### src/fumrf_pkg.sv
// shared types and constants for the fasta unmasked run finder
// no dependencies; imported by fasta_unmasked_run_finder_unit
package fumrf_pkg;

	// width of the position counters inside the scanner
	localparam int POS_WIDTH = 32;

	// output queue depth, must be a power of two and at least two
	localparam int QDEPTH = 4;
	localparam int QAW    = $clog2(QDEPTH);

	localparam logic [15:0] MIN_RUN_RESET = 16'd100;
	localparam logic [7:0]  X_INDEX_RESET = 8'd22;

	// register indexes, taken from paddr[2]
	localparam logic REG_MIN_RUN = 1'b0;
	localparam logic REG_X_INDEX = 1'b1;

	localparam logic KIND_SEGMENT = 1'b0;
	localparam logic KIND_RECORD  = 1'b1;

	typedef struct packed {
		logic              item_kind;
		logic signed [8:0] chrom_index;
		logic [31:0]       seg_start;
		logic [31:0]       seg_end;
		logic [31:0]       seq_length;
		logic              last;
	} result_t;

endpackage

### src/fasta_unmasked_run_finder_unit.sv
// fasta unmasked run finder: byte-serial header parser and non-N run tracker
// depends on fumrf_pkg for the result type, register indexes and reset values
//
// a byte is registered at acceptance, and its results enter the output queue from
// that register once the queue has room for two; out_valid flags a non-empty queue.
// throughput: one byte per cycle; a byte that makes two results fills two queue
// entries, and input stalls once the four-entry output queue cannot take two more.
// reset: arst_n clears the parse state, the queue and the registers at once.
module fasta_unmasked_run_finder_unit
	import fumrf_pkg::*;
(
	input  logic              clk,
	input  logic              arst_n,
	// byte input
	input  logic              in_valid,
	output logic              in_ready,
	input  logic [7:0]        text_byte,
	input  logic              last_byte,
	// result output
	output logic              out_valid,
	input  logic              out_ready,
	output logic              item_kind,
	output logic signed [8:0] chrom_index,
	output logic [31:0]       seg_start,
	output logic [31:0]       seg_end,
	output logic [31:0]       seq_length,
	output logic              last,
	// configuration
	input  logic              psel,
	input  logic              penable,
	input  logic              pwrite,
	input  logic [2:0]        paddr,
	input  logic [31:0]       pwdata,
	output logic [31:0]       prdata,
	output logic              pready
);

	typedef enum logic [1:0] {
		MODE_SEEK,
		MODE_HEADER,
		MODE_SEQ,
		MODE_SKIP
	} mode_t;

	localparam logic [2:0] PROG_AFTER_PREFIX = 3'd4;
	localparam logic [2:0] PROG_AFTER_X      = 3'd5;
	localparam logic [2:0] PROG_IN_DIGITS    = 3'd6;
	localparam logic [2:0] PROG_DIGITS_DONE  = 3'd7;

	localparam logic [7:0] CH_GT      = 8'h3E;
	localparam logic [7:0] CH_C       = 8'h63;
	localparam logic [7:0] CH_H       = 8'h68;
	localparam logic [7:0] CH_R       = 8'h72;
	localparam logic [7:0] CH_X       = 8'h58;
	localparam logic [7:0] CH_N       = 8'h4E;
	localparam logic [7:0] CH_NL      = 8'h0A;
	localparam logic [7:0] CH_USCORE  = 8'h5F;
	localparam logic [7:0] CH_ZERO    = 8'h30;
	localparam logic [7:0] CH_NINE    = 8'h39;

	function automatic logic [7:0] prefix_char(input logic [1:0] idx);
		logic [7:0] ch;
		case (idx)
			2'd0:    ch = CH_GT;
			2'd1:    ch = CH_C;
			2'd2:    ch = CH_H;
			default: ch = CH_R;
		endcase
		return ch;
	endfunction

	// configuration
	logic [15:0] min_run_q;
	logic [7:0]  x_index_q;
	logic        cfg_wr;

	// input stage
	logic        vld_s1;
	logic [7:0]  text_s1;
	logic        last_s1;
	logic        adv;

	// parse state
	mode_t                mode_q, mode_d;
	logic [2:0]           prog_q, prog_d;
	logic                 und_q, und_d;
	logic                 dig_q, dig_d;
	logic                 xcand_q, xcand_d;
	logic                 fail_q, fail_d;
	logic [7:0]           num_q, num_d;
	logic [POS_WIDTH-1:0] pos_q, pos_d;
	logic                 in_run_q, in_run_d;
	logic [POS_WIDTH-1:0] run_start_q, run_start_d;

	// output queue
	result_t        q_mem [QDEPTH];
	logic [QAW-1:0] wr_ptr_q;
	logic [QAW-1:0] rd_ptr_q;
	logic [QAW:0]   count_q;
	logic           pop;
	logic [1:0]     n_res;
	result_t        res0, res1;

	// byte decode helpers
	logic                 is_digit;
	logic [3:0]           digit_val;
	logic [11:0]          num_mac;
	logic [POS_WIDTH-1:0] run_len;
	logic                 long_run;
	logic signed [8:0]    cur_index;
	logic                 hdr_ok;
	result_t              seg_res;
	result_t              rec_res;

	assign pready = 1'b1;
	assign cfg_wr = psel && penable && pwrite && pready;

	always_comb begin
		case (paddr[2])
			REG_MIN_RUN: prdata = {16'd0, min_run_q};
			REG_X_INDEX: prdata = {24'd0, x_index_q};
			default:     prdata = '0;
		endcase
	end

	assign pop       = out_valid && out_ready;
	// stage advances only if the queue has room for two results
	assign adv       = vld_s1 && (count_q <= (QAW+1)'(QDEPTH - 2));
	assign in_ready  = !vld_s1 || adv;
	assign out_valid = (count_q != '0);

	assign item_kind   = q_mem[rd_ptr_q].item_kind;
	assign chrom_index = q_mem[rd_ptr_q].chrom_index;
	assign seg_start   = q_mem[rd_ptr_q].seg_start;
	assign seg_end     = q_mem[rd_ptr_q].seg_end;
	assign seq_length  = q_mem[rd_ptr_q].seq_length;
	assign last        = q_mem[rd_ptr_q].last;

	assign is_digit  = (text_s1 >= CH_ZERO) && (text_s1 <= CH_NINE);
	assign digit_val = 4'(text_s1 - CH_ZERO);
	assign num_mac   = 12'({num_q, 3'b000}) + 12'({num_q, 1'b0}) + 12'(digit_val);
	assign run_len   = pos_q - run_start_q;
	assign long_run  = run_len > POS_WIDTH'(min_run_q);
	assign cur_index = xcand_q ? $signed({1'b0, x_index_q})
	                           : $signed({1'b0, num_q} - 9'd1);
	assign hdr_ok    = !(und_q || fail_q) && (dig_q || xcand_q);

	always_comb begin
		seg_res.item_kind   = KIND_SEGMENT;
		seg_res.chrom_index = cur_index;
		seg_res.seg_start   = 32'(run_start_q);
		seg_res.seg_end     = 32'(pos_q);
		seg_res.seq_length  = '0;
		seg_res.last        = 1'b0;
		rec_res.item_kind   = KIND_RECORD;
		rec_res.chrom_index = cur_index;
		rec_res.seg_start   = '0;
		rec_res.seg_end     = '0;
		rec_res.seq_length  = 32'(pos_q);
		rec_res.last        = 1'b1;
	end

	always_comb begin
		mode_d      = mode_q;
		prog_d      = prog_q;
		und_d       = und_q;
		dig_d       = dig_q;
		xcand_d     = xcand_q;
		fail_d      = fail_q;
		num_d       = num_q;
		pos_d       = pos_q;
		in_run_d    = in_run_q;
		run_start_d = run_start_q;
		n_res       = 2'd0;
		res0        = seg_res;
		res1        = rec_res;
		if (adv) begin
			case (mode_q)
				MODE_SEEK: begin
					if (text_s1 == CH_GT) begin
						mode_d  = MODE_HEADER;
						prog_d  = 3'd1;
						und_d   = 1'b0;
						dig_d   = 1'b0;
						xcand_d = 1'b0;
						fail_d  = 1'b0;
						num_d   = '0;
					end
				end
				MODE_HEADER: begin
					if (text_s1 == CH_NL) begin
						mode_d      = hdr_ok ? MODE_SEQ : MODE_SKIP;
						pos_d       = '0;
						in_run_d    = 1'b0;
						run_start_d = '0;
					end else begin
						if (text_s1 == CH_USCORE)
							und_d = 1'b1;
						if (!prog_q[2]) begin
							if (text_s1 == prefix_char(prog_q[1:0])) begin
								prog_d = prog_q + 3'd1;
							end else begin
								fail_d = 1'b1;
								prog_d = PROG_DIGITS_DONE;
							end
						end else if (prog_q == PROG_AFTER_PREFIX) begin
							if (is_digit) begin
								dig_d  = 1'b1;
								num_d  = {4'd0, digit_val};
								prog_d = PROG_IN_DIGITS;
							end else if (text_s1 == CH_X) begin
								xcand_d = 1'b1;
								prog_d  = PROG_AFTER_X;
							end else begin
								fail_d = 1'b1;
								prog_d = PROG_DIGITS_DONE;
							end
						end else if (prog_q == PROG_AFTER_X) begin
							// anything after the X spoils the exact match
							xcand_d = 1'b0;
							prog_d  = PROG_DIGITS_DONE;
						end else if (prog_q == PROG_IN_DIGITS) begin
							if (is_digit) begin
								num_d = (num_mac > 12'd255) ? 8'd255 : num_mac[7:0];
							end else begin
								prog_d = PROG_DIGITS_DONE;
							end
						end
					end
				end
				MODE_SEQ: begin
					if (text_s1 == CH_NL) begin
						if (in_run_q && long_run) begin
							n_res = 2'd2;
						end else begin
							n_res = 2'd1;
							res0  = rec_res;
						end
						in_run_d = 1'b0;
						mode_d   = MODE_HEADER;
						prog_d   = '0;
						und_d    = 1'b0;
						dig_d    = 1'b0;
						xcand_d  = 1'b0;
						fail_d   = 1'b0;
						num_d    = '0;
					end else begin
						if (text_s1 != CH_N) begin
							if (!in_run_q) begin
								in_run_d    = 1'b1;
								run_start_d = pos_q;
							end
						end else if (in_run_q) begin
							in_run_d = 1'b0;
							if (long_run) begin
								n_res     = 2'd1;
								res0.last = 1'b1;
							end
						end
						if (pos_q != '1)
							pos_d = pos_q + POS_WIDTH'(1);
					end
				end
				MODE_SKIP: begin
					if (text_s1 == CH_NL) begin
						mode_d  = MODE_HEADER;
						prog_d  = '0;
						und_d   = 1'b0;
						dig_d   = 1'b0;
						xcand_d = 1'b0;
						fail_d  = 1'b0;
						num_d   = '0;
					end
				end
				default: mode_d = MODE_SEEK;
			endcase
			// end of file drops everything back to seeking
			if (last_s1) begin
				mode_d      = MODE_SEEK;
				prog_d      = '0;
				und_d       = 1'b0;
				dig_d       = 1'b0;
				xcand_d     = 1'b0;
				fail_d      = 1'b0;
				num_d       = '0;
				pos_d       = '0;
				in_run_d    = 1'b0;
				run_start_d = '0;
			end
		end
	end

	always_ff @(posedge clk or negedge arst_n) begin
		if (!arst_n) begin
			min_run_q   <= MIN_RUN_RESET;
			x_index_q   <= X_INDEX_RESET;
			vld_s1      <= 1'b0;
			mode_q      <= MODE_SEEK;
			prog_q      <= '0;
			und_q       <= 1'b0;
			dig_q       <= 1'b0;
			xcand_q     <= 1'b0;
			fail_q      <= 1'b0;
			num_q       <= '0;
			pos_q       <= '0;
			in_run_q    <= 1'b0;
			run_start_q <= '0;
			wr_ptr_q    <= '0;
			rd_ptr_q    <= '0;
			count_q     <= '0;
		end else begin
			if (cfg_wr) begin
				case (paddr[2])
					REG_MIN_RUN: min_run_q <= pwdata[15:0];
					REG_X_INDEX: x_index_q <= pwdata[7:0];
					default: ;
				endcase
			end
			if (in_ready)
				vld_s1 <= in_valid;
			mode_q      <= mode_d;
			prog_q      <= prog_d;
			und_q       <= und_d;
			dig_q       <= dig_d;
			xcand_q     <= xcand_d;
			fail_q      <= fail_d;
			num_q       <= num_d;
			pos_q       <= pos_d;
			in_run_q    <= in_run_d;
			run_start_q <= run_start_d;
			wr_ptr_q    <= wr_ptr_q + QAW'(n_res);
			if (pop)
				rd_ptr_q <= rd_ptr_q + QAW'(1);
			count_q <= count_q + (QAW+1)'(n_res) - (QAW+1)'(pop);
		end
	end

	// input byte register and queue payload, no reset needed
	always_ff @(posedge clk) begin
		if (in_ready) begin
			text_s1 <= text_byte;
			last_s1 <= last_byte;
		end
		if (n_res != 2'd0)
			q_mem[wr_ptr_q] <= res0;
		if (n_res == 2'd2)
			q_mem[wr_ptr_q + QAW'(1)] <= res1;
	end

endmodule

### config.mk
export PLATFORM = sky130hd
export DESIGN_NAME = fasta_unmasked_run_finder_unit
export DESIGN_NICKNAME = d
export VERILOG_FILES = /design/src/fumrf_pkg.sv /design/src/fasta_unmasked_run_finder_unit.sv
export SDC_FILE = /design/constraint.sdc
export NUM_CORES = 1
export LEC_CHECK = 0
export BUFFER_PORTS_ARGS = -buffer_cell sky130_fd_sc_hd__buf_2
export CELL_PAD_IN_SITES_DETAIL_PLACEMENT = 0
export CELL_PAD_IN_SITES_GLOBAL_PLACEMENT = 1
export CORE_UTILIZATION = 53
export CTS_CLUSTER_DIAMETER = 60
export DETAILED_ROUTE_END_ITERATION = 8
export PLACE_DENSITY = 0.95
export SLEW_MARGIN = 25
export SYNTH_ARGS = -nofsm -noshare
export SYNTH_HDL_FRONTEND = slang
export SYNTH_SLANG_ARGS = --single-unit
### constraint.sdc
create_clock -name clk -period 10.2 [get_ports clk]
set_input_delay 2.04 -clock clk [delete_from_list [all_inputs] [get_ports clk]]
set_output_delay 2.04 -clock clk [all_outputs]
set_load 0.01 [all_outputs]
==> results of run 1 <==
flip-flops by register name (all words and copies together), names as in the netlist:
register and cells:
num_q 8, x_index_q 8, in_run_q 1, run_start_q 32, min_run_q 16, vld_s1 1, last_s1 1, fail_q 1
xcand_q 1, prog_q 3, pos_q 32, q_mem 428, wr_ptr_q 2, rd_ptr_q 2, text_s1 8, dig_q 1
und_q 1, count_q 3, mode_q 2
metal layers:
metal | global-route usage | vias up
met3 | 0.0471 | 172
met1 | 0.393 | 10600
met4 | 0.118 | 0
li1 | - | 9346
met5 | 0 | -
met2 | 0.463 | 1148
logic make-up (layout without fill, tap and decap cells):
logic type / Yosys count / count (layout) / share of synthesized area
AOI/OAI and AO/OA: 586 / 586 / 0.150
adders and majority gates: 79 / 79 / 0.0372
DFF: 551 / 551 / 0.487
xor gates and xnor gates: 54 / 54 / 0.0179
and+or+nand+nor: 766 / 766 / 0.148
buffers and inverters: 320 / 370 / 0.0564
other: 2 / 17 / 0.000274
muxes: 143 / 143 / 0.103
stage by stage:
step	hold slack [ns]	total power [mW]	util	instances	setup WS (ns)
finish	0.449	6.05	0.600	3238	2.50
global route	0.470	6.28	0.600	3238	2.09
CTS	0.448	6.08	0.600	3238	2.59
global placement	0.432	3.77	0.557	3130	2.62
detailed placement	0.433	3.79	0.558	3131	2.66
floorplan	0.420	3.40	-	2516	4.20
how the worst max path moves through the flow:
stage | start | to | slack (ns) | cells after the start
after floorplan | pos_q[0] | q_mem[2][100] | 4.20 | 21
after global placement | pos_q[6] | q_mem[0][20] | 2.62 | 18
after detailed placement | pos_q[6] | q_mem[2][104] | 2.66 | 19
after CTS | pos_q[6] | q_mem[2][97] | 2.59 | 19
after global routing | pos_q[6] | q_mem[2][98] | 2.09 | 19
final | pos_q[6] | q_mem[2][102] | 2.50 | 19
worst max-delay path, delay by kind of cell (launching register included):
kind / cells / cell delay (ns)
AOI/OAI and AO/OA: 8 / 2.88
xor gates and xnor gates: 1 / 0.10
adders and majority gates: 2 / 0.74
buffers and inverters: 1 / 0.47
DFF: 1 / 0.83
and+or+nand+nor: 7 / 2.36
report_power, final:
part	leakage, nW	switching (mW)	total, mW	internal [mW]
clock	1.04	0.928	2.30	1.37
sequential	5.02	0.186	2.52	2.34
combinational	4.98	0.708	1.23	0.521
total	11.0	1.82	6.05	4.23
cell usage in the layout (no fill, tap or decap), types with 7 or more instances in the layout:
cell,n
sky130_fd_sc_hd__nand2_1,349
sky130_fd_sc_hd__dfxtp_1,264
sky130_fd_sc_hd__edfxtp_1,173
sky130_fd_sc_hd__buf_2,156
sky130_fd_sc_hd__o22ai_1,129
sky130_fd_sc_hd__a32o_1,128
sky130_fd_sc_hd__nor2_1,113
sky130_fd_sc_hd__mux4_2,107
sky130_fd_sc_hd__o21ai_0,105
sky130_fd_sc_hd__dfrtp_1,105
sky130_fd_sc_hd__a21oi_1,98
sky130_fd_sc_hd__inv_1,79
sky130_fd_sc_hd__ha_1,75
sky130_fd_sc_hd__nor3b_1,68
sky130_fd_sc_hd__clkbuf_16,60
sky130_fd_sc_hd__nor3b_2,53
sky130_fd_sc_hd__xnor2_1,30
sky130_fd_sc_hd__mux2_2,28
sky130_fd_sc_hd__buf_4,26
sky130_fd_sc_hd__nor3_1,23
sky130_fd_sc_hd__xor2_1,23
sky130_fd_sc_hd__nand4_1,22
sky130_fd_sc_hd__nand3_1,22
sky130_fd_sc_hd__conb_1,17
sky130_fd_sc_hd__and3_1,16
sky130_fd_sc_hd__or3_1,15
sky130_fd_sc_hd__o211ai_1,15
sky130_fd_sc_hd__a21o_1,14
sky130_fd_sc_hd__o21bai_1,12
sky130_fd_sc_hd__nand2b_1,12
sky130_fd_sc_hd__nor2b_1,10
sky130_fd_sc_hd__and2_1,10
sky130_fd_sc_hd__bufinv_16,10
sky130_fd_sc_hd__clkinv_2,9
sky130_fd_sc_hd__nor4_1,8
sky130_fd_sc_hd__a31oi_1,8
sky130_fd_sc_hd__o21ai_1,7
sky130_fd_sc_hd__or4_1,7
Yosys cell counts (79+ instances only):
library cell	n
sky130_fd_sc_hd__nand2_1	350
sky130_fd_sc_hd__dfxtp_1	264
sky130_fd_sc_hd__edfxtp_1	173
sky130_fd_sc_hd__clkbuf_1	129
sky130_fd_sc_hd__o22ai_1	129
sky130_fd_sc_hd__a32o_1	128
sky130_fd_sc_hd__nor2_1	115
sky130_fd_sc_hd__dfrtp_1	108
sky130_fd_sc_hd__mux4_2	107
sky130_fd_sc_hd__o21ai_0	105
sky130_fd_sc_hd__a21oi_1	98
sky130_fd_sc_hd__inv_1	79
cell type report:
class / count / area, sq um / share of cell area
Clock buffer: 68 / 1580 / 0.0521
Inverter: 79 / 297 / 0.00978
Multi-Input combinational cell: 1645 / 12700 / 0.419
Clock inverter: 39 / 537 / 0.0177
Tap cell: 672 / 841 / 0.0277
Sequential cell: 551 / 13400 / 0.440
Timing Repair Buffer: 184 / 1010 / 0.0335
==> impl_metrics.tcl, run 1 <==
set metrics [dict create \
    run_status "completed" \
    layout.cell_area.non_filler_sq_um 30300 \
    drt_iter0_markers 2634 \
    reg_clk_slew_reported_paths_ns 0.06 \
    cts_repair_resize_count 0 \
    path_cells "ha_1 -> a21oi_1 -> nand2_1 -> o21ai_1 -> nand2_1 -> a21oi_1 -> xnor2_1 -> ha_1 -> nand4_1 -> or4_1 -> a222oi_1 -> o2111ai_1 -> a211o_1 -> nor4_1 -> and4bb_4 -> a311oi_2 -> o21ai_1 -> nand2_1 -> buf_4" \
    final-setup-viol-count 0 \
    ant_nets 0 \
    timing.critical_path.fanout_max 28 \
    start_kind "register" \
    post_dp_cell_area_sq_um 28200 \
    route.detailed.wl_per_inst_microns 23.9 \
    setup_cp_type "reg2reg" \
    max_cap_viol_count 0 \
    cellLeakagePower_nw 11.0 \
    grt_usage 0.290 \
    detail_route.first_pass.iterations 6 \
    vias_after_detailed_routing 21300 \
    initial_utilization 0.542 \
    synth_cell_type_count 86 \
    die_h_microns 229 \
    timing_hold_violations_final 0 \
    power.density_nw_per_um2 200 \
    timing.rr.start "pos_q[6]" \
    synth_largest_area_cell "sky130_fd_sc_hd__dfxtp_1" \
    insertedDiodeCount 0 \
    detailed_route_vias_per_instance 6.57 \
    worstRegToRegCells 19 \
    area_growth_syn_to_layout_pct 10.7 \
    cts_made_buffers 57 \
    transition_time_of_the_tightest_slew_check_pin_ns 1.06 \
    worst_ep_arrival_ns 8.03 \
    cts-hold-fix-buffers 0 \
    final_min_period_over_clock_period 0.755 \
    normalized_max_slew_margin 0.292 \
    grt_overflow 0 \
    hold_end "q_mem[3][0]" \
    timing.hold.worst.start "q_mem[3][0]" \
    num_io_pins 193 \
    timing.critical_path.slowest_stage_cell "sky130_fd_sc_hd__dfrtp_1" \
    count_of_standard_cell_rows 82 \
    min_delay_path_depth 2 \
    post-route-min-period_ns 7.70 \
    synth_top_cell_area_share 0.193 \
    die-width_microns 229 \
    longest_individual_stage_delay_on_the_worst_path_ns 0.83 \
    drive_gt1_frac 0.202 \
    ctsHtreeMaxLevel 2 \
    ff_latch_count_synth 551 \
    seq_area_frac_synth 0.487 \
    detail_route.drc_violations 0 \
    tritoncts "done" \
    fp.coreArea_sq_um 50600 \
    route.met2.wl_microns 36600 \
    synth_area_leaders "sky130_fd_sc_hd__dfxtp_1 (19%), sky130_fd_sc_hd__edfxtp_1 (19%), sky130_fd_sc_hd__dfrtp_1 (9.9%)" \
    regToRegSetupSlack_ns 2.50 \
    timing.critical_path.to_type "register" \
    rsz_0062_raised_after_global_routing "no" \
    ys_warns 0 \
    routed-wl-met3_microns 7240 \
    place.detailed.hpwl_microns 47900 \
    die-area_sq_um 52600 \
    most_frequent_cell_on_the_critical_path "sky130_fd_sc_hd__nand2_1" \
    antenna_found_initial 1 \
    m1WireLength_microns 30900 \
    number_of_post_cts_setup_repair_buffers 0 \
    grt_pass1_wl_microns 119000 \
    yosys_most_used_dff "sky130_fd_sc_hd__dfxtp_1" \
    hold_class "reg2reg" \
    cp.required_ns 10.53 \
    fillers 3908 \
    gp_congestion 0.916 \
    asyncSetResetFlopFracSynth 0.207 \
    detail_route.wirelength_microns 77500 \
    number_of_global_route_vias_before_repair 20800 \
    clock_path_buffers 3 \
    synth_enable_flop_cells 173 \
    dr.max_layer_used "met4" \
    peakVddDrop_mv 0.212 \
    grt_max_degree 119 \
    cts.sink_count 551 \
    io_buffer_count 157 \
    regToRegEndpoint "q_mem[2][102]" \
    max_clock_freq_mhz 130 \
    synthesis.area_sq_um 27400 \
    syn_inst 2501 \
    root_buffer "sky130_fd_sc_hd__clkbuf_16" \
    fin_setup_tns_ns 0 \
    final_max_slew_viol_count 0 \
    clkLatencyLatePin_ns 0.64 \
    clock_skew_ns 0.0556 \
    nets 2648 \
    postSynthAreaPerCell_sq_um 11.0 \
]
Note: power is estimated with default switching activity, not from simulation.
==> run 2, diff against run 1 <==
--- a/config.mk
+++ b/config.mk
@@ -8,10 +8,10 @@
 export BUFFER_PORTS_ARGS = -buffer_cell sky130_fd_sc_hd__buf_2
 export CELL_PAD_IN_SITES_DETAIL_PLACEMENT = 0
 export CELL_PAD_IN_SITES_GLOBAL_PLACEMENT = 1
-export CORE_UTILIZATION = 53
+export CORE_UTILIZATION = 49
 export CTS_CLUSTER_DIAMETER = 60
 export DETAILED_ROUTE_END_ITERATION = 8
-export PLACE_DENSITY = 0.95
+export PLACE_DENSITY = 0.89
 export SLEW_MARGIN = 25
 export SYNTH_ARGS = -nofsm -noshare
 export SYNTH_HDL_FRONTEND = slang
==> constraint.sdc (replaced) <==
create_clock -name clk -period 7.6 [get_ports clk]
set_input_delay 1.52 -clock clk [delete_from_list [all_inputs] [get_ports clk]]
set_output_delay 1.52 -clock clk [all_outputs]
set_load 0.01 [all_outputs]
==> run 2 against run 1 <==
Against the previous run:
- die area is 8.1% higher
- routed wire length down 0.63%
- fmax up 12%
- via count down 1.2%
- sequential power grew 31%
- first-iteration DRC count down 16%
- worst setup slack got worse by 1.8 ns
- largest cell class unchanged
==> impl_metrics.tcl, run 2 (same netlist as run 1, synthesis figures left out) <==
set metrics [dict create \
    detail_route.drc_violations 0 \
    fillers 4604 \
    detailed_route_vias_per_instance 6.32 \
    most_frequent_cell_on_the_critical_path "sky130_fd_sc_hd__ha_1" \
    die-area_sq_um 56900 \
    clkLatencyLatePin_ns 0.63 \
    area_growth_syn_to_layout_pct 10.9 \
    root_buffer "sky130_fd_sc_hd__clkbuf_16" \
    transition_time_of_the_tightest_slew_check_pin_ns 1.00 \
    grt_usage 0.269 \
    largest_register_ffs 428 \
    hold_class "reg2reg" \
    grt_use_met2 0.431 \
    cts_made_buffers 58 \
    gp_congestion 0.874 \
    run_status "completed" \
    drive_gt1_frac 0.201 \
    grt_overflow 0 \
    regToRegSetupSlack_ns 0.71 \
    clock_path_buffers 3 \
    worstRegToRegCells 23 \
    die_h_microns 239 \
    number_of_global_route_vias_before_repair 20500 \
    globalRouteMet1Util 0.372 \
    leading_cell_type_in_the_layout_fill_and_taps_excluded "sky130_fd_sc_hd__nand2_1" \
    fin_setup_tns_ns 0 \
    post-route-min-period_ns 6.89 \
    ant_nets 0 \
    grt_max_degree 109 \
    max_clock_freq_mhz 145 \
    place.detailed.hpwl_microns 48700 \
    detail_route.wirelength_microns 77000 \
    layout.cell_area.non_filler_sq_um 30400 \
    timing.critical_path.slowest_stage_cell "sky130_fd_sc_hd__o21ai_1" \
    count_of_standard_cell_rows 86 \
    biggest_register "q_mem" \
    peakVddDrop_mv 0.247 \
    final_max_slew_viol_count 0 \
    min_delay_path_depth 2 \
    number_of_post_cts_setup_repair_buffers 0 \
    timing.rr.start "pos_q[4]" \
    total_power_mw 7.88 \
    setup_cp_type "reg2reg" \
    detail_route.first_pass.iterations 6 \
    normalized_max_slew_margin 0.326 \
    num_io_pins 193 \
    tritoncts "done" \
    initial_utilization 0.497 \
    layout.cells.most_common_list "sky130_fd_sc_hd__nand2_1 (348), sky130_fd_sc_hd__dfxtp_1 (264), sky130_fd_sc_hd__edfxtp_1 (173), sky130_fd_sc_hd__buf_2 (156), sky130_fd_sc_hd__o22ai_1 (129)" \
    final-setup-viol-count 0 \
    drt_iter0_markers 2222 \
    globalRoute.busiestLayer "met2" \
    insertedDiodeCount 0 \
    path_cells "ha_1 -> a21oi_1 -> nand2_1 -> o21ai_1 -> nand2_1 -> a21oi_1 -> xnor2_1 -> ha_1 -> nand4_1 -> or4_1 -> a222oi_1 -> o2111ai_1 -> a211o_1 -> nor4_1 -> and4bb_4 -> a31oi_4 -> o21bai_1 -> inv_1 -> ha_1 -> inv_1 -> ha_1 -> fa_1 -> xnor2_1" \
    ctsHtreeMaxLevel 2 \
    post_dp_cell_area_sq_um 28400 \
    timing.hold.worst.start "q_mem[3][0]" \
    cellLeakagePower_nw 11.0 \
    route.detailed.wl_per_inst_microns 23.1 \
    reg_clk_slew_reported_paths_ns 0.06 \
    antenna_found_initial 0 \
    grt_pass1_wl_microns 119000 \
    max_cap_viol_count 0 \
    nets 2661 \
    met3_resource_use_gr 0.0359 \
    die-width_microns 239 \
    timing_hold_violations_final 0 \
    timing.critical_path.to_type "register" \
    cts_repair_resize_count 0 \
    reg.largest.list "q_mem: 428 flops, pos_q: 32 flops, run_start_q: 32 flops" \
    vias_after_detailed_routing 21000 \
    clock_skew_ns 0.0196 \
    power.density_nw_per_um2 259 \
    cts.sink_count 551 \
    cts-hold-fix-buffers 0 \
    worst_ep_arrival_ns 7.41 \
    rsz_0062_raised_after_global_routing "no" \
    regToRegEndpoint "count_q[2]" \
    io_buffer_count 157 \
    timing.critical_path.fanout_max 13 \
    start_kind "register" \
    cp.required_ns 8.11 \
    longest_individual_stage_delay_on_the_worst_path_ns 0.72 \
    fp.coreArea_sq_um 55200 \
    hold_end "q_mem[3][0]" \
    final_min_period_over_clock_period 0.907 \
]
run 2: cell types whose count changed in the layout (fill, tap and decap cells not counted), moves of 3 or more:
cell,before,now
sky130_fd_sc_hd__clkbuf_1,3,17
sky130_fd_sc_hd__clkinv_4,3,0
sky130_fd_sc_hd__clkinv_8,4,0
sky130_fd_sc_hd__bufinv_16,10,2
sky130_fd_sc_hd__buf_12,0,9
run 2: where the power goes:
group          internal (mW)  total [mW]  leakage [nW]  switching [mW]
clock                   1.63        2.82         0.929            1.19
sequential              3.14        3.30          5.02           0.160
combinational          0.720        1.76          5.09            1.04
run 2: layout make-up:
cell class / count / area, sq um / share of cell area
clock buffers: 85 / 1700 / 0.0558
repair buffers: 196 / 1220 / 0.0402
flip-flops and latches: 551 / 13400 / 0.439
multi-input cells: 1645 / 12700 / 0.418
well taps: 748 / 936 / 0.0308
inverters: 79 / 297 / 0.00975
clock inverters: 23 / 206 / 0.00679
run 2: critical path, delay by kind of cell (launching register included):
family	cells	cell delay [ns]
AO/OA/AOI/OAI	8	2.43
XOR/XNOR	2	0.24
adder cells (fa/ha/maj)	5	1.55
buffers and inverters	2	0.14
flip-flops	1	0.69
AND/OR/NAND/NOR	6	1.72
run 2: how the worst max path moves through the flow:
stage,start,endpoint,slack (ns),cells after the start
2_1_floorplan,pos_q[0],q_mem[2][100],1.60,21
3_3_place_gp,pos_q[4],count_q[2],0.88,23
3_5_place_dp,pos_q[4],count_q[2],0.90,23
4_1_cts,pos_q[4],q_mem[2][22],0.84,20
5_1_grt,pos_q[4],count_q[2],0.36,23
6_report,pos_q[4],count_q[2],0.71,23
run 2: layer usage:
metal,wire [microns],vias up
met3,6140,122
met1,31800,10600
met4,2350,0
li1,-,9376
met5,0,-
met2,36700,961
run 2: per-stage QoR:
step | cells | utilization | hold slack (ns) | setup slack, ns
floorplan | 2516 | - | 0.420 | 1.60
global placement | 3217 | 0.515 | 0.433 | 0.879
detailed placement | 3217 | 0.515 | 0.435 | 0.900
CTS | 3325 | 0.550 | 0.447 | 0.843
global route | 3327 | 0.551 | 0.476 | 0.356
finish | 3327 | 0.551 | 0.451 | 0.707
